File: src/rtl/core/ile_pkg.sv
// Shared types and constants for the indexed list engine.
// No dependencies; every other file of the block except ile_ram imports this package.
`timescale 1ns / 1ps
`default_nettype none

package ile_pkg;

  localparam int CAPACITY = 1024;
  localparam int ADDR_W   = $clog2(CAPACITY);
  localparam int CNT_W    = $clog2(CAPACITY + 1);
  localparam int DATA_W   = 32;
  localparam int OP_W     = 3;
  localparam int POS_W    = 11;
  localparam int CMP_W    = (CNT_W > POS_W) ? CNT_W : POS_W;

  typedef enum logic [OP_W-1:0] {
    OP_LENGTH = 3'd0,
    OP_INSERT = 3'd1,
    OP_READ   = 3'd2,
    OP_REMOVE = 3'd3,
    OP_MOVE   = 3'd4,
    OP_MAX    = 3'd5
  } op_t;

  typedef enum logic [1:0] {
    ANS_COUNT = 2'd0,
    ANS_NEG1  = 2'd1,
    ANS_BEST  = 2'd2
  } ans_sel_t;

  // controller -> datapath
  typedef struct packed {
    logic     start;
    logic     issue;
    logic     final_wr;
    logic     out_load;
    ans_sel_t ans_sel;
  } cmd_t;

  // datapath -> controller
  typedef struct packed {
    op_t  req_op;
    op_t  cur_op;
    logic pos_lt;
    logic pos_le;
    logic full;
    logic empty;
    logic at_end;
  } stat_t;

endpackage

`default_nettype wire

File: src/rtl/core/ile_ctrl.sv
// Controller FSM of the indexed list engine: sequences scans, final writes
// and answer words. Depends on ile_pkg.
`timescale 1ns / 1ps
`default_nettype none

module ile_ctrl (
  input  wire logic          clk,
  input  wire logic          rst,
  input  wire logic          in_valid,
  output logic               in_ready,
  output logic               out_valid,
  input  wire logic          out_ready,
  input  wire ile_pkg::stat_t stat,
  output ile_pkg::cmd_t      cmd
);
  import ile_pkg::*;

  typedef enum logic [4:0] {
    ST_IDLE  = 5'b00001,
    ST_SCAN  = 5'b00010,
    ST_DRAIN = 5'b00100,
    ST_FINAL = 5'b01000,
    ST_RESP  = 5'b10000
  } state_t;

  state_t   state, state_next;
  ans_sel_t sel, sel_next;
  logic     out_valid_next;

  assign in_ready = (state == ST_IDLE);

  always_comb begin
    state_next     = state;
    sel_next       = sel;
    out_valid_next = out_valid && !out_ready;
    cmd            = '0;
    cmd.ans_sel    = sel;
    unique case (state)
      ST_IDLE: begin
        if (in_valid) begin
          cmd.start = 1'b1;
          case (stat.req_op) inside
            OP_LENGTH: begin
              sel_next   = ANS_COUNT;
              state_next = ST_RESP;
            end
            OP_INSERT: begin
              if (!stat.full && stat.pos_le) begin
                state_next = stat.pos_lt ? ST_SCAN : ST_FINAL;
              end
            end
            OP_READ: begin
              if (stat.pos_lt) begin
                state_next = ST_SCAN;
              end else begin
                sel_next   = ANS_NEG1;
                state_next = ST_RESP;
              end
            end
            OP_REMOVE, OP_MOVE: begin
              if (stat.pos_lt) begin
                state_next = ST_SCAN;
              end
            end
            OP_MAX: begin
              if (!stat.empty) begin
                state_next = ST_SCAN;
              end else begin
                sel_next   = ANS_NEG1;
                state_next = ST_RESP;
              end
            end
            default: ;
          endcase
        end
      end
      ST_SCAN: begin
        cmd.issue = 1'b1;
        if (stat.at_end) begin
          state_next = ST_DRAIN;
        end
      end
      ST_DRAIN: begin
        // last read word is consumed by the datapath this cycle
        case (stat.cur_op) inside
          OP_READ, OP_MAX: begin
            sel_next   = ANS_BEST;
            state_next = ST_RESP;
          end
          default: state_next = ST_FINAL;
        endcase
      end
      ST_FINAL: begin
        cmd.final_wr = 1'b1;
        state_next   = ST_IDLE;
      end
      ST_RESP: begin
        if (!out_valid || out_ready) begin
          cmd.out_load   = 1'b1;
          out_valid_next = 1'b1;
          state_next     = ST_IDLE;
        end
      end
      default: state_next = ST_IDLE;
    endcase
  end

  always_ff @(posedge clk) begin
    if (rst) begin
      state     <= ST_IDLE;
      sel       <= ANS_COUNT;
      out_valid <= 1'b0;
    end else begin
      state     <= state_next;
      sel       <= sel_next;
      out_valid <= out_valid_next;
    end
  end

endmodule

`default_nettype wire

File: config.mk
export PLATFORM = sky130hd
export DESIGN_NAME = ile_ctrl
export DESIGN_NICKNAME = d
export VERILOG_FILES = /design/src/rtl/core/ile_pkg.sv /design/src/rtl/core/ile_ctrl.sv
export SDC_FILE = /design/constraint.sdc
export NUM_CORES = 1
export LEC_CHECK = 0
export BUFFER_PORTS_ARGS = -buffer_cell sky130_fd_sc_hd__buf_2
export CAP_MARGIN = 5
export CORE_AREA = 2 2 46 48
export DETAILED_ROUTE_END_ITERATION = 8
export DIE_AREA = 0 0 48 50
export SETUP_SLACK_MARGIN = 0.15
export SYNTH_ARGS = -nofsm -noshare
export SYNTH_HDL_FRONTEND = slang
export SYNTH_SLANG_ARGS = --single-unit
File: constraint.sdc
create_clock -name clk -period 2 [get_ports clk]
set_clock_uncertainty 0.05 [all_clocks]
set_input_delay 0.1 -clock clk [delete_from_list [all_inputs] [get_ports clk]]
set_output_delay 0.1 -clock clk [all_outputs]
set_load 0.02 [all_outputs]
# [Word-level counts from Yosys, hierarchy flattened]
# Cells that the tools add are included.
# Widths: inputs -> output; s select.
[totals] regBits=8 inputBits=15 output_inout_bits=8 elab_cells=72
[op_classes] n_eq_ne=24 muxes=33 reduce_logical=12
[op_table] operator="$mux 5" n=13
[op_table] operator="$pmux 5 s4" n=1
[op_table] operator="$mux 2" n=9
[op_table] operator="$eq 3x2->1 const B" n=3
[op_table] operator="$eq 3x3->1 const B" n=3
[op_table] operator="$mux 1" n=8
[op_table] operator="$ne 2x2->1 const B" n=4
[op_table] operator="$ne 4x1->1 const B" n=2
[op_table] operator="$ne 4x4->1 const B" n=2
[op_table] operator="$reduce_and 8->1" n=1
[op_table] operator="$ne 6x1->1 const B" n=1
[op_table] operator="$ne 6x6->1 const B" n=1
[op_table] operator="$reduce_and 6->1" n=1
[op_table] operator="$eq 5x1->1 const B" n=1
[op_table] operator="$eq 5x2->1 const B" n=1
[op_table] operator="$eq 5x3->1 const B" n=1
[op_table] operator="$eq 5x4->1 const B" n=1
[op_table] operator="$eq 5x5->1 const B" n=1
[op_table] operator="$mux 4" n=1
[op_table] operator="$ne 4x3->1 const B" n=1
[op_table] operator="$pmux 2 s2" n=1
[op_table] operator="$reduce_or 2->1" n=2
[op_table] operator="$eq 3x1->1 const B" n=1
[op_table] operator="$logic_not 1->1" n=3
[op_table] operator="other kinds (5)" n=6

# [Depth between registers and ports, before layout]
# Gate-level depths: netlist (run 1).
[logic_depth] ltp_word=8 mapped_depth=6 ltp_nobuf=5

# [Worst setup path after synthesis (run 1)]
# OpenSTA, ideal clock, no wires.
[synth_timing] kind="register to output" start="register state[1]" end="output port cmd[2] in the netlist's numbering" arrival_ns=1.339 required_ns=1.850 path_slack_ns=0.511 stages_incl_launch_ff=4 path_buffers=0 cell_sequence="dfxtp_1 or3_4 nor3b_4 nor2b_1"
[synth_lines] element="start, declared" line="ile_ctrl.sv:26" rtl="state_t state, state_next;"
[synth_lines] element="start signal, assigned" line="ile_ctrl.sv:114" rtl="state <= state_next;"
[synth_lines] element="end, declared" line="ile_ctrl.sv:14" rtl="output ile_pkg::cmd_t cmd"

==> flow_metrics.env, run 1 <==
export IMPL_run_status="completed"
export IMPL_asyncSetResetFlopFracSynth=0
export IMPL_synthAdderAreaFrac=0
export IMPL_finalMaxSlewViolations=0
export IMPL_port_buffer_count=22
export IMPL_fillCellCount=198
export IMPL_num_nets_final=106
export IMPL_crit_type="register to primary output"
export IMPL_cp_arrival_ps=1580
export IMPL_grt_max_degree=13
export IMPL_cts_inserted_buffers=3
export IMPL_drt_total_wl_um=1190
export IMPL_vias_in_the_first_global_route=555
export IMPL_period_minus_slack_ps=1730
export IMPL_synth_compound_area_share=0.247
export IMPL_globalplace_congestion=0.766
export IMPL_max_cap_violations=0
export IMPL_final_cells=116
export IMPL_gr_usage_all_layers=0.122
export IMPL_chipHeight_um=50
export IMPL_detail_route_iter0_violations=8
export IMPL_num_vias=545
export IMPL_layout_drive_gt1_share=0.416
export IMPL_clock_latency_ps=250
export IMPL_worst_ep_required_time_ps=1850
export IMPL_rsz0062_at_grt="no"
export IMPL_met2_wirelength_um=570
export IMPL_critical_path_max_stage_delay_ps=400
export IMPL_wl_met3_um=46
export IMPL_nets_in_the_synthesized_netlist=79
export IMPL_num_rows=16
export IMPL_postLayoutCellArea_um2=713
export IMPL_design_portCount=23
export IMPL_timing_fmax_mhz=579
export IMPL_clkSinkCount=8
export IMPL_setup_viol_count_final=0
export IMPL_ys_warn_count=0
export IMPL_setup_tns_ps=0
export IMPL_placed_cell_area_um2=676
export IMPL_cellPowerDensity_nw_per_um2=877
export IMPL_critical_path_endpoint_type="primary output"
export IMPL_yosys_most_used_dff="sky130_fd_sc_hd__dfxtp_1"
export IMPL_crit_path_start_kind="register"
export IMPL_timing_hold_worst_class="input pin to register"
export IMPL_clk_root_buffer_cell="sky130_fd_sc_hd__clkbuf_4"
export IMPL_drtAntennaViolNets=0
export IMPL_final_period_utilization=0.864
export IMPL_global_route_overflow_total=0
export IMPL_total_iterations_of_the_first_detailed_routing_run=4
export IMPL_worstPathBufferInverterCount=1
export IMPL_crit_family="simple AND/OR/NAND/NOR gates"
export IMPL_antenna_found_initial=0
export IMPL_critical_path_cell_by_cell="or3_4 -> nor3b_4 -> nor2b_1 -> buf_2"
export IMPL_number_of_synthesized_flops_with_an_enable_pin=0
export IMPL_place_detailed_hpwl_um=942
export IMPL_wire_length_of_the_first_global_routing_pass_um=2100
export IMPL_power_static_leakage_nw=0.322
export IMPL_core_area_um2=1900
export IMPL_largest_family_of_logic_cells_by_synthesized_area="simple AND/OR/NAND/NOR gates"
export IMPL_clock_tree_htree_level_count=1
export IMPL_via_per_inst=4.70
export IMPL_yosysSeqAreaShare=0.293
export IMPL_cts_max_path_buffers=2
export IMPL_synth_area_um2=547
export IMPL_timing_worst_slew_pin_value_ps=300
export IMPL_critical_path_slowest_cell="sky130_fd_sc_hd__or3_4"
export IMPL_drc=0
export IMPL_wirelength_per_cell_um=10.3
export IMPL_timing_slew_headroom=0.800
export IMPL_post_synth_xor_area_fraction=0.0160
export IMPL_route_layer_met1_wl_um=558
export IMPL_clk_pin_slew_ps=60
export IMPL_diodes=0
export IMPL_synthDistinctLibCells=37
export IMPL_syn_instance_count=64
export IMPL_worst_path_max_fanout=7
export IMPL_tritoncts="done"
export IMPL_die_w_um=48
export IMPL_highest_signal_layer="met4"
export IMPL_vdd_drop_max_v=0.000381
export IMPL_synthToLayoutAreaGrowth_pct=30.4
export IMPL_per_instance_average_area_after_synthesis_um2=8.54
export IMPL_synth_mux_area_fraction=0.0183
export IMPL_hold_viol=0
export IMPL_area_fraction_in_and_or_nand_and_nor_cells_after_synthesis=0.384
export IMPL_post_layout_total_power_uw=626
export IMPL_ys_ff_latch=8
export IMPL_die_area_um2=2400
export IMPL_place_detailed_instances=111
export IMPL_start_util=0.287
-- routing by layer --
layer / vias up / global-route usage
li1: 289 / -
met5: - / 0
met3: 2 / 0.0220
met1: 238 / 0.129
met2: 16 / 0.211
met4: 0 / 0.0676
-- worst paths after layout --
| check | end | start | cells after the start | slack [ps] |
|---|---|---|---|---|
| max | cmd[2] | state[2] | 4 | 270 |
| min | state[1] | stat[0] | 2 | 50 |
| max reg2reg | state[1] | state[2] | 6 | 440 |
| min reg2reg | sel[0] | sel[0] | 2 | 420 |
-- worst register-to-register path, cell delays in order, from the launching register on --
cell	delay, ps
sky130_fd_sc_hd__dfxtp_1	370
sky130_fd_sc_hd__or3_4	400
sky130_fd_sc_hd__nor3b_4	230
sky130_fd_sc_hd__buf_4	150
sky130_fd_sc_hd__a2bb2oi_2	50
sky130_fd_sc_hd__nand2_2	110
sky130_fd_sc_hd__o32ai_2	80
-- synth_stat cells (2+ instances only) --
library cell | instances | share of area
sky130_fd_sc_hd__dfxtp_1 | 8 | 0.29
sky130_fd_sc_hd__nor2_1 | 8 | 0.055
sky130_fd_sc_hd__nor3_1 | 5 | 0.046
sky130_fd_sc_hd__o211ai_1 | 3 | 0.041
sky130_fd_sc_hd__a22oi_1 | 2 | 0.027
sky130_fd_sc_hd__inv_1 | 2 | 0.014
sky130_fd_sc_hd__nand2_1 | 2 | 0.014
sky130_fd_sc_hd__nand2b_1 | 2 | 0.023
sky130_fd_sc_hd__nand3_1 | 2 | 0.018
sky130_fd_sc_hd__nor2b_1 | 2 | 0.023
sky130_fd_sc_hd__nor3b_1 | 2 | 0.027
-- layout by cell type, fill, tap and decap left out, drive strengths merged --
| cell type | Yosys | routed |
|---|---|---|
| buf | 1 | 24 |
| nor2 | 9 | 9 |
| dfxtp | 8 | 8 |
| nor3 | 5 | 5 |
| o211ai | 3 | 3 |
| clkbuf | 1 | 3 |
| nor3b | 3 | 3 |
| nand2 | 3 | 3 |
| o21ai | 3 | 3 |
| nand3 | 2 | 2 |
| inv | 2 | 2 |
| nor2b | 2 | 2 |
| a22oi | 2 | 2 |
| nand2b | 2 | 2 |
| and3 | 2 | 2 |
| and2 | 2 | 2 |
| or3 | 1 | 1 |
| a2bb2oi | 1 | 1 |
| or3b | 1 | 1 |
| a21oi | 1 | 1 |
| mux2i | 1 | 1 |
| xor2 | 1 | 1 |
| o22a | 1 | 1 |
| a211o | 1 | 1 |
| and3b | 1 | 1 |
| o2111ai | 1 | 1 |
| a21bo | 1 | 1 |
| o22ai | 1 | 1 |
| or4b | 1 | 1 |
| o32ai | 1 | 1 |
-- stage by stage --
step / hold WS (ps) / util / worst slack [ps]
6_report: 50.0 / 0.375 / 272
5_1_grt: 49.1 / 0.375 / 193
4_1_cts: 44.0 / 0.367 / 216
3_5_place_dp: 306 / 0.355 / 486
3_3_place_gp: 313 / 0.355 / 499
2_1_floorplan: 171 / - / 511
-- flip-flops by register name, summed over array words and instances (netlist names) --
register,count
out_valid,1
sel,2
state,5
-- power breakdown --
part / internal (mW) / total [mW] / switching [mW]
sequential: 0.184 / 0.214 / 0.0296
clock: 0.0686 / 0.123 / 0.0539
combinational: 0.126 / 0.289 / 0.164
total: 0.379 / 0.626 / 0.247
-- timing repair --
item | CTS | global route
endpoints found under the setup margin | 0 | 1
buffers inserted | 0 | 2
gates resized for setup | 0 | 0
hold buffers | 0 | 0
-- area by class of cell --
type / instances / area (µm²) / area share
Multi-Input combinational cell: 52 / 364 / 0.511
Clock buffer: 3 / 22.5 / 0.0316
Timing Repair Buffer: 24 / 125 / 0.175
Tap cell: 27 / 33.8 / 0.0474
Inverter: 2 / 7.51 / 0.0105
Sequential cell: 8 / 160 / 0.225
-- kinds of logic (layout without fill, tap and decap cells) --
family | Yosys count | in the layout
simple gates | 34 | 34
compound gates | 16 | 16
flops | 8 | 8
buf+inv | 4 | 29
xor+xnor | 1 | 1
mux | 1 | 1
No activity file was read; power rests on OpenSTA's default activity.
==> run 2: changes to the inputs <==
==> constraint.sdc (replaced) <==
create_clock -name clk -period 1.8 [get_ports clk]
set_clock_uncertainty 0.05 [all_clocks]
set_input_delay 0.09 -clock clk [delete_from_list [all_inputs] [get_ports clk]]
set_output_delay 0.09 -clock clk [all_outputs]
set_load 0.02 [all_outputs]
==> flow_metrics.env, run 2 (synthesized netlist as in run 1, its figures left out) <==
export IMPL_post_cts_hold_buffer_count=0
export IMPL_vdd_drop_max_v=0.000348
export IMPL_worst_r2r_setup_slack_ps=310
export IMPL_chipHeight_um=50
export IMPL_largest_registers="state: 5 flops, sel: 2 flops, out_valid: 1 flops"
export IMPL_cp_arrival_ps=1480
export IMPL_clk_root_buffer_cell="sky130_fd_sc_hd__clkbuf_4"
export IMPL_cellPowerDensity_nw_per_um2=1010
export IMPL_run_status="completed"
export IMPL_place_detailed_hpwl_um=951
export IMPL_drtAntennaViolNets=0
export IMPL_flip_flop_count_of_the_largest_register_after_layout=5
export IMPL_vias_in_the_first_global_route=536
export IMPL_layout_drive_gt1_share=0.449
export IMPL_detail_route_iter0_violations=7
export IMPL_regMostFlops="state"
export IMPL_clock_latency_ps=250
export IMPL_die_area_um2=2400
export IMPL_post_layout_total_power_uw=727
export IMPL_finalMaxSlewViolations=0
export IMPL_wire_length_of_the_first_global_routing_pass_um=2150
export IMPL_design_portCount=23
export IMPL_final_common_cell="sky130_fd_sc_hd__buf_2"
export IMPL_drt_total_wl_um=1210
export IMPL_num_vias=561
export IMPL_timing_slew_headroom=0.813
export IMPL_global_route_overflow_total=0
export IMPL_worst_ep_required_time_ps=1660
export IMPL_crit_path_start_kind="register"
export IMPL_wirelength_per_cell_um=10.5
export IMPL_diodes=0
export IMPL_clkSinkCount=8
export IMPL_postLayoutCellArea_um2=719
export IMPL_cts_inserted_buffers=3
export IMPL_clock_tree_htree_level_count=1
export IMPL_globalplace_congestion=0.757
export IMPL_drc=0
export IMPL_timing_hold_worst_class="input pin to register"
export IMPL_grt_max_degree=13
export IMPL_num_rows=16
export IMPL_hold_viol=0
export IMPL_cts_max_path_buffers=2
export IMPL_period_minus_slack_ps=1620
export IMPL_crit_type="register to primary output"
export IMPL_commonest_non_fill_non_tap_cells_in_the_layout="sky130_fd_sc_hd__buf_2, sky130_fd_sc_hd__nor2_1, sky130_fd_sc_hd__nor3_1, sky130_fd_sc_hd__dfxtp_1"
export IMPL_max_cap_violations=0
export IMPL_placed_cell_area_um2=683
export IMPL_start_util=0.287
export IMPL_worst_path_max_fanout=6
export IMPL_port_buffer_count=22
export IMPL_core_area_um2=1900
export IMPL_synthToLayoutAreaGrowth_pct=31.6
export IMPL_via_per_inst=4.84
export IMPL_die_w_um=48
export IMPL_setup_viol_count_final=0
export IMPL_final_period_utilization=0.900
export IMPL_total_iterations_of_the_first_detailed_routing_run=4
export IMPL_rsz0062_at_grt="yes"
export IMPL_critical_path_endpoint_type="primary output"
export IMPL_gr_usage_all_layers=0.122
export IMPL_tritoncts="done"
export IMPL_timing_worst_slew_pin_value_ps=279
export IMPL_power_static_leakage_nw=0.322
export IMPL_timing_fmax_mhz=617
export IMPL_num_nets_final=106
export IMPL_clk_pin_slew_ps=60
export IMPL_setup_tns_ps=0
export IMPL_antenna_found_initial=0
export IMPL_final_core_utilization=0.378
## run 2: cell counts in the layout (fill, tap and decap cells not counted)
No cell type changed its count.
## run 2: cell type report
type                            count  area [µm²]
Sequential cell                     8         164
Timing Repair Buffer               24         128
Fill cell                         210        1180
Tap cell                           27        33.8
Inverter                            2        7.51
Multi-Input combinational cell     52         364
Clock buffer                        3        22.5
## run 2: path summary, 6_finish.rpt
path                 start       end  cells past startpoint
setup / recovery  state[1]    cmd[2]                      4
hold / removal     stat[0]  state[1]                      2
setup reg to reg  state[1]  state[1]                      6
hold reg to reg     sel[0]    sel[0]                      2
## run 2: repair_timing
item / CTS / global route
setup endpoints to repair: 1 / 2
pin swaps: 1 / 0
gates resized for setup: 3 / 1
setup buffers: 1 / 0
## run 2: metrics by stage
step	hold WS (ps)	setup slack, ps	cells
floorplan	161	321	64
global placement	305	344	112
detailed placement	302	328	112
CTS	28.3	167	116
global route	43.1	107	116
finish	28.7	180	116
## run 2: metal layers
| metal | track usage | vias up | share of wire |
|---|---|---|---|
| li1 | - | 288 | - |
| met1 | 0.159 | 257 | 0.47 |
| met2 | 0.187 | 12 | 0.47 |
| met3 | 0.0110 | 4 | 0.031 |
| met4 | 0.0676 | 0 | 0.025 |
| met5 | 0 | - | 0 |
## run 2: worst max-delay path: stages, from the launching register on
cell	delay, ps
sky130_fd_sc_hd__dfxtp_2	340
sky130_fd_sc_hd__or3_4	400
sky130_fd_sc_hd__nor3b_4	200
sky130_fd_sc_hd__nor2b_1	150
sky130_fd_sc_hd__buf_4	140
## run 2: report_power, final
group	total (mW)	internal [mW]	leakage, nW	switching [mW]
sequential	0.238	0.206	0.0665	0.0316
clock	0.139	0.0764	0.0138	0.0626
combinational	0.350	0.158	0.242	0.192
